$ cat src/rtl/tbim_pkg.sv
// tbim_pkg: widths, stage and result types of the triangular block index map
// no dependencies; imported by every module of the block
`default_nettype none

package tbim_pkg;

    // index bits taken from the input field
    localparam int INDEX_WIDTH     = 32;
    localparam int IN_WIDTH        = 32;
    localparam int FIELD_WIDTH     = 17;

    // radicand 8*index+1, padded to whole bit pairs
    localparam int MAP_WIDTH       = INDEX_WIDTH + 3;
    localparam int ROOT_WIDTH      = (MAP_WIDTH + 1) / 2;
    localparam int RAD_WIDTH       = 2 * ROOT_WIDTH;
    localparam int REM_WIDTH       = ROOT_WIDTH + 1;
    localparam int SHIFT_WIDTH     = REM_WIDTH + 2;
    localparam int BLK_WIDTH       = ROOT_WIDTH - 1;
    localparam int DIFF_WIDTH      = ROOT_WIDTH + 2;

    // stream widths, rounded up to whole bytes
    localparam int IN_TDATA_WIDTH  = ((IN_WIDTH + 7) / 8) * 8;
    localparam int RES_WIDTH       = 2 * FIELD_WIDTH;
    localparam int OUT_TDATA_WIDTH = ((RES_WIDTH + 7) / 8) * 8;

    // one stage of the digit-by-digit square root
    typedef struct packed {
        logic                   valid;
        logic [REM_WIDTH-1:0]   rem;
        logic [ROOT_WIDTH-1:0]  root;
        logic [RAD_WIDTH-1:0]   rad;
    } t_root_stage;

    // result item, block number in the low bits
    typedef struct packed {
        logic [FIELD_WIDTH-1:0] offset_in_block;
        logic [FIELD_WIDTH-1:0] block_number;
    } t_result;

    // first stage contents for a fresh index
    function automatic t_root_stage start_stage(logic valid, logic [IN_WIDTH-1:0] idx);
        t_root_stage s;
        logic [INDEX_WIDTH-1:0] n;
        n       = INDEX_WIDTH'(idx);
        s.valid = valid;
        s.rem   = '0;
        s.root  = '0;
        s.rad   = RAD_WIDTH'({n, 3'b001});
        return s;
    endfunction

endpackage

`default_nettype wire

$ cat src/rtl/triangular_block_index_map.sv
// triangular_block_index_map: top level, square root pipeline and output buffer
// depends on tbim_pkg, tbim_root_stage, tbim_offset_stage, tbim_out_skid
//
// Maps a flat element index into an array of blocks of sizes 1, 2, 3 and so
// on, giving the block number k (largest k with k(k+1)/2 <= index) and the
// offset inside that block.
// Input channel s_axis: one transaction carries element_index in tdata.
// Output channel m_axis: one transaction per input, block_number in the low
// 17 bits of tdata and offset_in_block in the next 17.
// The root of 8*index+1 is found exactly, one bit per pipeline stage: 18
// root stages, then one offset stage and the output register.
// Throughput is one transaction per cycle unless the receiver stalls;
// all stages share one enable.
// When the receiver stalls, one result goes to a skid entry and the whole
// pipeline then holds; s_axis_tready falls in the cycle after, and nothing
// is lost or repeated.
// Synchronous reset empties the pipeline; there is no other state.
`default_nettype none

module triangular_block_index_map (
    input  wire                                  i_clk,
    input  wire                                  i_rst_n,
    input  wire                                  s_axis_tvalid,
    output logic                                 s_axis_tready,
    // element_index[31:0]
    input  wire  [tbim_pkg::IN_TDATA_WIDTH-1:0]  s_axis_tdata,
    output logic                                 m_axis_tvalid,
    input  wire                                  m_axis_tready,
    // block_number[16:0], offset_in_block[33:17], zero fill [39:34]
    output logic [tbim_pkg::OUT_TDATA_WIDTH-1:0] m_axis_tdata
);
    import tbim_pkg::*;

    t_root_stage w_stage [0:ROOT_WIDTH];
    logic        w_en;
    logic        w_push;
    t_result     w_result;

    assign s_axis_tready = w_en;

    // fresh item enters the first root stage
    assign w_stage[0] = start_stage(s_axis_tvalid, IN_WIDTH'(s_axis_tdata));

    // one root bit per stage
    for (genvar g = 0; g < ROOT_WIDTH; g++) begin : g_root
        tbim_root_stage u_stage (
            .i_clk   (i_clk),
            .i_rst_n (i_rst_n),
            .i_en    (w_en),
            .i_stage (w_stage[g]),
            .o_stage (w_stage[g+1])
        );
    end

    tbim_offset_stage u_offset (
        .i_clk    (i_clk),
        .i_rst_n  (i_rst_n),
        .i_en     (w_en),
        .i_stage  (w_stage[ROOT_WIDTH]),
        .o_valid  (w_push),
        .o_result (w_result)
    );

    // push only on a move of the pipeline
    tbim_out_skid u_out (
        .i_clk         (i_clk),
        .i_rst_n       (i_rst_n),
        .i_push        (w_push && w_en),
        .i_result      (w_result),
        .o_ready       (w_en),
        .m_axis_tvalid (m_axis_tvalid),
        .m_axis_tready (m_axis_tready),
        .m_axis_tdata  (m_axis_tdata)
    );

endmodule

`default_nettype wire

$ cat src/rtl/tbim_root_stage.sv
// tbim_root_stage: one registered digit step of the integer square root
// depends on tbim_pkg
`default_nettype none

module tbim_root_stage (
    input  wire                  i_clk,
    input  wire                  i_rst_n,
    input  wire                  i_en,
    input  tbim_pkg::t_root_stage i_stage,
    output tbim_pkg::t_root_stage o_stage
);
    import tbim_pkg::*;

    t_root_stage            r_stage;
    t_root_stage            n_stage;
    logic [SHIFT_WIDTH-1:0] w_rem_sh;
    logic [SHIFT_WIDTH-1:0] w_trial;
    logic                   w_take;

    // bring down the next bit pair and try root*4+1
    always_comb begin
        w_rem_sh = {i_stage.rem, i_stage.rad[RAD_WIDTH-1 -: 2]};
        w_trial  = {1'b0, i_stage.root, 2'b01};
        w_take   = (w_rem_sh >= w_trial);
        n_stage.valid = i_stage.valid;
        n_stage.rem   = w_take ? REM_WIDTH'(w_rem_sh - w_trial) : REM_WIDTH'(w_rem_sh);
        n_stage.root  = {i_stage.root[ROOT_WIDTH-2:0], w_take};
        n_stage.rad   = {i_stage.rad[RAD_WIDTH-3:0], 2'b00};
    end

    // valid is control, the rest is payload
    always_ff @(posedge i_clk) begin
        if (!i_rst_n) begin
            r_stage.valid <= 1'b0;
        end else if (i_en) begin
            r_stage.valid <= n_stage.valid;
        end
        if (i_en) begin
            r_stage.rem  <= n_stage.rem;
            r_stage.root <= n_stage.root;
            r_stage.rad  <= n_stage.rad;
        end
    end

    assign o_stage = r_stage;

endmodule

`default_nettype wire

$ cat src/rtl/tbim_offset_stage.sv
// tbim_offset_stage: turns root and remainder into block number and offset
// depends on tbim_pkg
`default_nettype none

module tbim_offset_stage (
    input  wire                   i_clk,
    input  wire                   i_rst_n,
    input  wire                   i_en,
    input  tbim_pkg::t_root_stage i_stage,
    output logic                  o_valid,
    output tbim_pkg::t_result     o_result
);
    import tbim_pkg::*;

    logic                  r_valid;
    t_result               r_result;
    t_result               n_result;
    logic [BLK_WIDTH-1:0]  w_half;
    logic [BLK_WIDTH-1:0]  w_block;
    logic [DIFF_WIDTH-1:0] w_rem_ext;
    logic [DIFF_WIDTH-1:0] w_adj;
    logic [DIFF_WIDTH-1:0] w_diff;

    // odd root r = 2k+1 leaves 8*offset; even root r = 2k+2 leaves 8*offset-2r+1
    always_comb begin
        w_half    = i_stage.root[ROOT_WIDTH-1:1];
        w_rem_ext = DIFF_WIDTH'(i_stage.rem);
        w_adj     = w_rem_ext + DIFF_WIDTH'({i_stage.root, 1'b0}) - DIFF_WIDTH'(1);
        if (i_stage.root[0]) begin
            w_block = w_half;
            w_diff  = w_rem_ext;
        end else begin
            w_block = w_half - BLK_WIDTH'(1);
            w_diff  = w_adj;
        end
        n_result.block_number    = FIELD_WIDTH'(w_block);
        n_result.offset_in_block = FIELD_WIDTH'(w_diff[DIFF_WIDTH-1:3]);
    end

    always_ff @(posedge i_clk) begin
        if (!i_rst_n) begin
            r_valid <= 1'b0;
        end else if (i_en) begin
            r_valid <= i_stage.valid;
        end
        if (i_en) begin
            r_result <= n_result;
        end
    end

    assign o_valid  = r_valid;
    assign o_result = r_result;

endmodule

`default_nettype wire

$ cat src/rtl/tbim_out_skid.sv
// tbim_out_skid: output register with one skid entry, holds the pipeline on stall
// depends on tbim_pkg
`default_nettype none

module tbim_out_skid (
    input  wire                                  i_clk,
    input  wire                                  i_rst_n,
    input  wire                                  i_push,
    input  tbim_pkg::t_result                    i_result,
    output logic                                 o_ready,
    output logic                                 m_axis_tvalid,
    input  wire                                  m_axis_tready,
    // block_number[16:0], offset_in_block[33:17], zero fill [39:34]
    output logic [tbim_pkg::OUT_TDATA_WIDTH-1:0] m_axis_tdata
);
    import tbim_pkg::*;

    logic    r_out_valid;
    logic    r_skid_valid;
    t_result r_out;
    t_result r_skid;

    // pipeline moves only while the skid entry is free
    assign o_ready = !r_skid_valid;

    always_ff @(posedge i_clk) begin
        if (!i_rst_n) begin
            r_out_valid  <= 1'b0;
            r_skid_valid <= 1'b0;
        end else if (!r_out_valid || m_axis_tready) begin
            r_out_valid  <= r_skid_valid || i_push;
            r_skid_valid <= 1'b0;
        end else if (i_push) begin
            r_skid_valid <= 1'b1;
        end
    end

    // payload follows the same choice
    always_ff @(posedge i_clk) begin
        if (!r_out_valid || m_axis_tready) begin
            r_out <= r_skid_valid ? r_skid : i_result;
        end else if (i_push) begin
            r_skid <= i_result;
        end
    end

    assign m_axis_tvalid = r_out_valid;
    assign m_axis_tdata  = OUT_TDATA_WIDTH'(r_out);

endmodule

`default_nettype wire

$ cat config.mk
export PLATFORM = sky130hd
export DESIGN_NAME = triangular_block_index_map
export DESIGN_NICKNAME = d
export VERILOG_FILES = /design/src/rtl/tbim_pkg.sv /design/src/rtl/triangular_block_index_map.sv /design/src/rtl/tbim_root_stage.sv /design/src/rtl/tbim_offset_stage.sv /design/src/rtl/tbim_out_skid.sv
export SDC_FILE = /design/constraint.sdc
export NUM_CORES = 2
export LEC_CHECK = 0
export BUFFER_PORTS_ARGS = -buffer_cell sky130_fd_sc_hd__buf_2
export CAP_MARGIN = 20
export CORE_MARGIN = 10
export CORE_UTILIZATION = 25
export CTS_BUF_LIST = sky130_fd_sc_hd__clkbuf_4 sky130_fd_sc_hd__clkbuf_8
export DETAILED_ROUTE_END_ITERATION = 8
export PLACE_DENSITY_LB_ADDON = 0.15
export SKIP_CTS_REPAIR_TIMING = 1
export SLEW_MARGIN = 20
export SYNTH_ARGS = -nofsm -noshare
export SYNTH_HDL_FRONTEND = slang
export SYNTH_HIERARCHICAL = 1
export SYNTH_SLANG_ARGS = --single-unit
$ cat constraint.sdc
create_clock -name i_clk -period 42.9 [get_ports i_clk]
set_input_delay 2.145 -clock i_clk [delete_from_list [all_inputs] [get_ports i_clk]]
set_output_delay 2.145 -clock i_clk [all_outputs]
set_load 0.05 [all_outputs]
Word level (Yosys, flattened, before mapping)

Index checks and enable logic that the tools add are counted.
Widths: inputs -> output; s select.

Bits in registers: 875
Input bits: 36
Output and inout bits: 42
Word-level logic and storage cells: 152

Add/subtract/negate cells: 21
$lt $le $gt $ge: 18
Mux-type cells: 21
Bitwise gates (word level): 2
Reduce and logical (&&, ||, !) cells: 7

Operators with widths:

| cell                  | count |
|---|---|
| $mux 19               | 18 |
| $mux 34               | 1 |
| $ge 21x10->1          | 1 |
| $ge 21x11->1          | 1 |
| $ge 21x12->1          | 1 |
| $ge 21x13->1          | 1 |
| $ge 21x14->1          | 1 |
| $ge 21x15->1          | 1 |
| $ge 21x16->1          | 1 |
| $ge 21x17->1          | 1 |
| $ge 21x18->1          | 1 |
| $ge 21x19->1          | 1 |
| $ge 21x3->1           | 1 |
| $ge 21x4->1           | 1 |
| $ge 21x5->1           | 1 |
| $ge 21x6->1           | 1 |
| $ge 21x7->1           | 1 |
| $ge 21x8->1           | 1 |
| $ge 21x9->1           | 1 |
| $add 19x19->20        | 1 |
| $sub 20x1->20 const B | 1 |
| $sub 19x10->19        | 1 |
| $sub 19x11->19        | 1 |
| $sub 19x12->19        | 1 |
| other kinds (25)      | 28 |

Depth between registers and ports, before layout

Depth in word-level cells: 4
Depth in mapped cells: 11
Gate-level depth less buffers: 10

By module

Netlist, hierarchy kept.

Modules (own cells, without submodules):

| module                                  | times used | cells each | area an instance (sq um) | sequential area each (sq um) |
|---|---|---|---|---|
| tbim_root_stage (g_root[0].u_stage ...) | 17         | 267        | 3,598.5                  | 2,152.1 |
| tbim_root_stage (g_root[14].u_stage)    | 1          | 260        | 3,562.2                  | 2,152.1 |
| tbim_offset_stage                       | 1          | 324        | 2,885.3                  | 1,041.0 |
| tbim_out_skid                           | 1          | 122        | 2,733.9                  | 2,082.0 |
| triangular_block_index_map              | 1          | 3          | 13.8                     | 0.0 |

Least setup slack after synthesis

Ideal clock, no wire load.

Path kind: register to register
Start point: register u_out.r_skid_valid
End point: register u_out/r_skid[0] (netlist bit), enable pin
Library setup time: 0.425 ns
Data arrival time: 30.356 ns
Required time: 42.475 ns
Slack: 12.119 ns
Cell stages (with the launch flop): 7
Buffers on the path: 2
Cell sequence: dfxtp_1 > buf_6 > buf_12 > inv_1 > and2_1 > inv_1 > nor2_1

Word-level cells in the longest chain between the ends: 3

RTL lines:

| what                              | RTL line                         | source |
|---|---|---|
| start: declaration                | tbim_out_skid.sv:19              | `logic r_skid_valid;` |
| start signal: assignment          | tbim_out_skid.sv:29              | `r_skid_valid <= 1'b0;` |
| start signal: assignment          | tbim_out_skid.sv:32              | `r_skid_valid <= 1'b0;` |
| start signal: assignment          | tbim_out_skid.sv:34              | `r_skid_valid <= 1'b1;` |
| $logic_not 1->1                   | tbim_out_skid.sv:24              | `assign o_ready = !r_skid_valid;` |
| net s_axis_tready                 | triangular_block_index_map.sv:24 | `output logic s_axis_tready,` |
| $logic_and 1x1->1                 | triangular_block_index_map.sv:68 | `.i_push (w_push && w_en),` |
| $reduce_and 2->1 (no source line) | -                                |  |
| end signal: assignment            | tbim_out_skid.sv:43              | `r_skid <= i_result;` |
| end: declaration                  | tbim_out_skid.sv:21              | `t_result r_skid;` |

The timed path passes the listed nets, and every way through them passes these cells.
A chain may end at the register's enable or synchronous reset.

Final worst setup path

Start point: register u_out.r_skid_valid
End point: output port s_axis_tready

Word-level cells in the longest chain between the ends: 1

RTL lines:

| what             | RTL line |
|---|---|
| $logic_not 1->1  | tbim_out_skid.sv:24 |
| end: declaration | triangular_block_index_map.sv:24 |

Every way passes these cells.

==> key figures <==
Timing
  • Final hold slack: 0.387 ns
  • Slew HR: 32.0%
  • Setup TNS: 0 ns
  • Setup Skew: 0.0534 ns
  • Final Worst Setup Slack: 38.30 ns
  • RSZ-0062 raised after global routing: false
  • Fin. Hold Viols: 0
  • Worst-margin pin slew: 1.02 ns
  • Final period util: 10.7%
  • Post-layout min period: 4.60 ns
  • Final setup viols: 0
  • Slew Limit Fails: 0
  • Highest clock rate: 0.217 GHz

GRT
  • GRT overflow: 0
  • Number of global-route vias before repair: 38,000
  • Global-route wire length before repair: 223,000 um
  • Global Route Usage Sum: 10.6%
  • Initial antenna violation count: 4
  • Largest net degree at the start of global routing: 141

Finish
  • Fin nets: 5,568
  • Finished Layout Cells: 8,516
  • Post-layout util: 28.4%
  • Layout cells sized above 1: 16.9%
  • # fillers: 25,000
  • Syn-to-layout area delta: 13.3%
  • Multi-input logic area: 0.0254 mm2
  • Sequential Area: 0.0327 mm2
  • Post-route cell area: 0.0689 mm2

Clock network
  • H-tree Lvls: 4
  • Clock root buffer: clkbuf_8
  • CTS clk-pin slew, worst paths: 0.06 ns
  • Clk sinks: 1,095
  • Clk buf depth: 3
  • Total clock buffers created by CTS: 204
  • CTS tree: built
  • Clk Latency, worst-skew pair: 0.96 ns

Die
  • Die Y: 513 um
  • Core Region: 0.243 mm2
  • I/O pin count: 78
  • Rows: 181
  • Initial Util: 25.1%
  • Die X: 513 um
  • Area of the die: 0.264 mm2

Power and ir drop
  • Part of the power in registers: 31.1%
  • Overall power: 5.93 mW
  • Pwr per Cell Area: 86.0 mW/mm2
  • Internal: 3.63 mW
  • VDD IR-drop max: 0.0296 mV
  • Leakage: 29.0 nW
  • Switch Pwr: 2.29 mW
  • Clock Power Share: 17.6%
  • Logic pwr share: 51.2%
  • Switching Fraction: 38.7%

Worst hold path
  • Worst hold path type: flop to flop

Worst setup path
  • Worst Path Required: 40.75 ns
  • Arrival time worst endpoint: 2.46 ns
  • Crit. End Element: output port
  • Startpoint class of the critical path: flop
  • Crit Path Class: flop to output port
  • Max FO, Critical Path: 36

Drt
  • Total wire length: 143,000 um
  • DRT Pass-1 Iters: 7
  • Drt wl/cell: 16.8 um
  • DR vias: 37,400
  • DRC: 0
  • 1st-iter DRT viols: 2,170
  • Antenna Nets Post-Route: 0
  • Routed vias/inst: 4.39

Placement
  • DP Wirelength: 107,000 um
  • Dpl cells: 8,132
  • Port Buffers: 71
  • GPL Wtd Cong: 0.828
  • Placed cell area: 0.0647 mm2
  • Pre-CTS WS: 38.40 ns

Yosys
  • Yosys warns: 6
  • Netlist Area Pre-Place: 0.0608 mm2
  • Syn_area_per_cell: 12.4 um2
  • Cell count after synthesis: 4,888

Run status
  • Status: complete, no violations

Run
  • Max Cap Viol: 0
-- worst paths after layout --
check                                          startpoint  slack [ns]                                      end  depth (start not counted)
hold / removal    g_root[4].u_stage/o_stage[20]$_DFFE_PP_        0.39  g_root[5].u_stage/o_stage[22]$_DFFE_PP_                          0
hold reg to reg   g_root[4].u_stage/o_stage[20]$_DFFE_PP_        0.39  g_root[5].u_stage/o_stage[22]$_DFFE_PP_                          0
setup reg to reg          u_out/r_skid_valid$_SDFFE_PP0P_       38.72  g_root[0].u_stage/o_stage[63]$_DFFE_PP_                          6
setup / recovery          u_out/r_skid_valid$_SDFFE_PP0P_       38.30                            s_axis_tready                          3
-- routing by layer --
layer,global-route usage [%],wire (um),vias to the layer above,part of all wire (%)
met5,0,0,-,0
met4,3.50,3960,0,2.8
met3,2.29,6130,243,4.3
met2,17.2,65800,662,46
met1,13.9,67300,17900,47
li1,-,-,18600,-
-- cells in the final DEF (no fill, tap or decap), types with 71 or more instances in the layout --
cell         n
ha_1       396
nand3_1    119
a211oi_1    75
conb_1      83
o21ai_0    175
nand2b_1    74
clkbuf_8   205
nor2b_1     73
nand2_1    240
buf_2       71
mux2i_1     73
nor3_1      93
nor2_1     233
mux2_4     290
xnor2_1    199
inv_1      551
xor2_1      77
a21oi_1    263
edfxtp_1  1074
-- flip-flops by register name (all words and copies together) (netlist names) --
| signal | cells |
|---|---|
| g_root.u_stage/o_stage | 990 |
| u_out/r_skid_valid | 1 |
| u_out/r_skid | 34 |
| u_offset/o_valid | 1 |
| u_out/m_axis_tvalid | 1 |
| u_offset/o_result | 34 |
| u_out/m_axis_tdata | 34 |
-- power groups by stage --
stage,sequential [mW],combinational (mW),clock [mW]
after floorplan,1.80,2.42,0
after global placement,1.88,3.04,0
after detailed placement,1.88,3.04,0
after CTS,1.86,3.05,1.10
after global routing,1.88,3.36,1.15
final,1.84,3.04,1.05
-- layout make-up --
class / instances / area share (%)
Tap cell: 3202 / 5.81
Multi-Input combinational cell: 3188 / 36.8
Timing Repair Buffer: 88 / 0.737
Clock buffer: 270 / 4.80
Sequential cell: 1095 / 47.4
Antenna cell: 5 / 0.0182
Inverter: 559 / 3.06
Clock inverter: 109 / 1.33
-- worst max-delay path: stages, from the launching register on --
cell and delay [ns]:
dfxtp_2 0.31, buf_4 0.32, inv_8 0.28, buf_2 0.54
(Power assumes the default switching activity.)
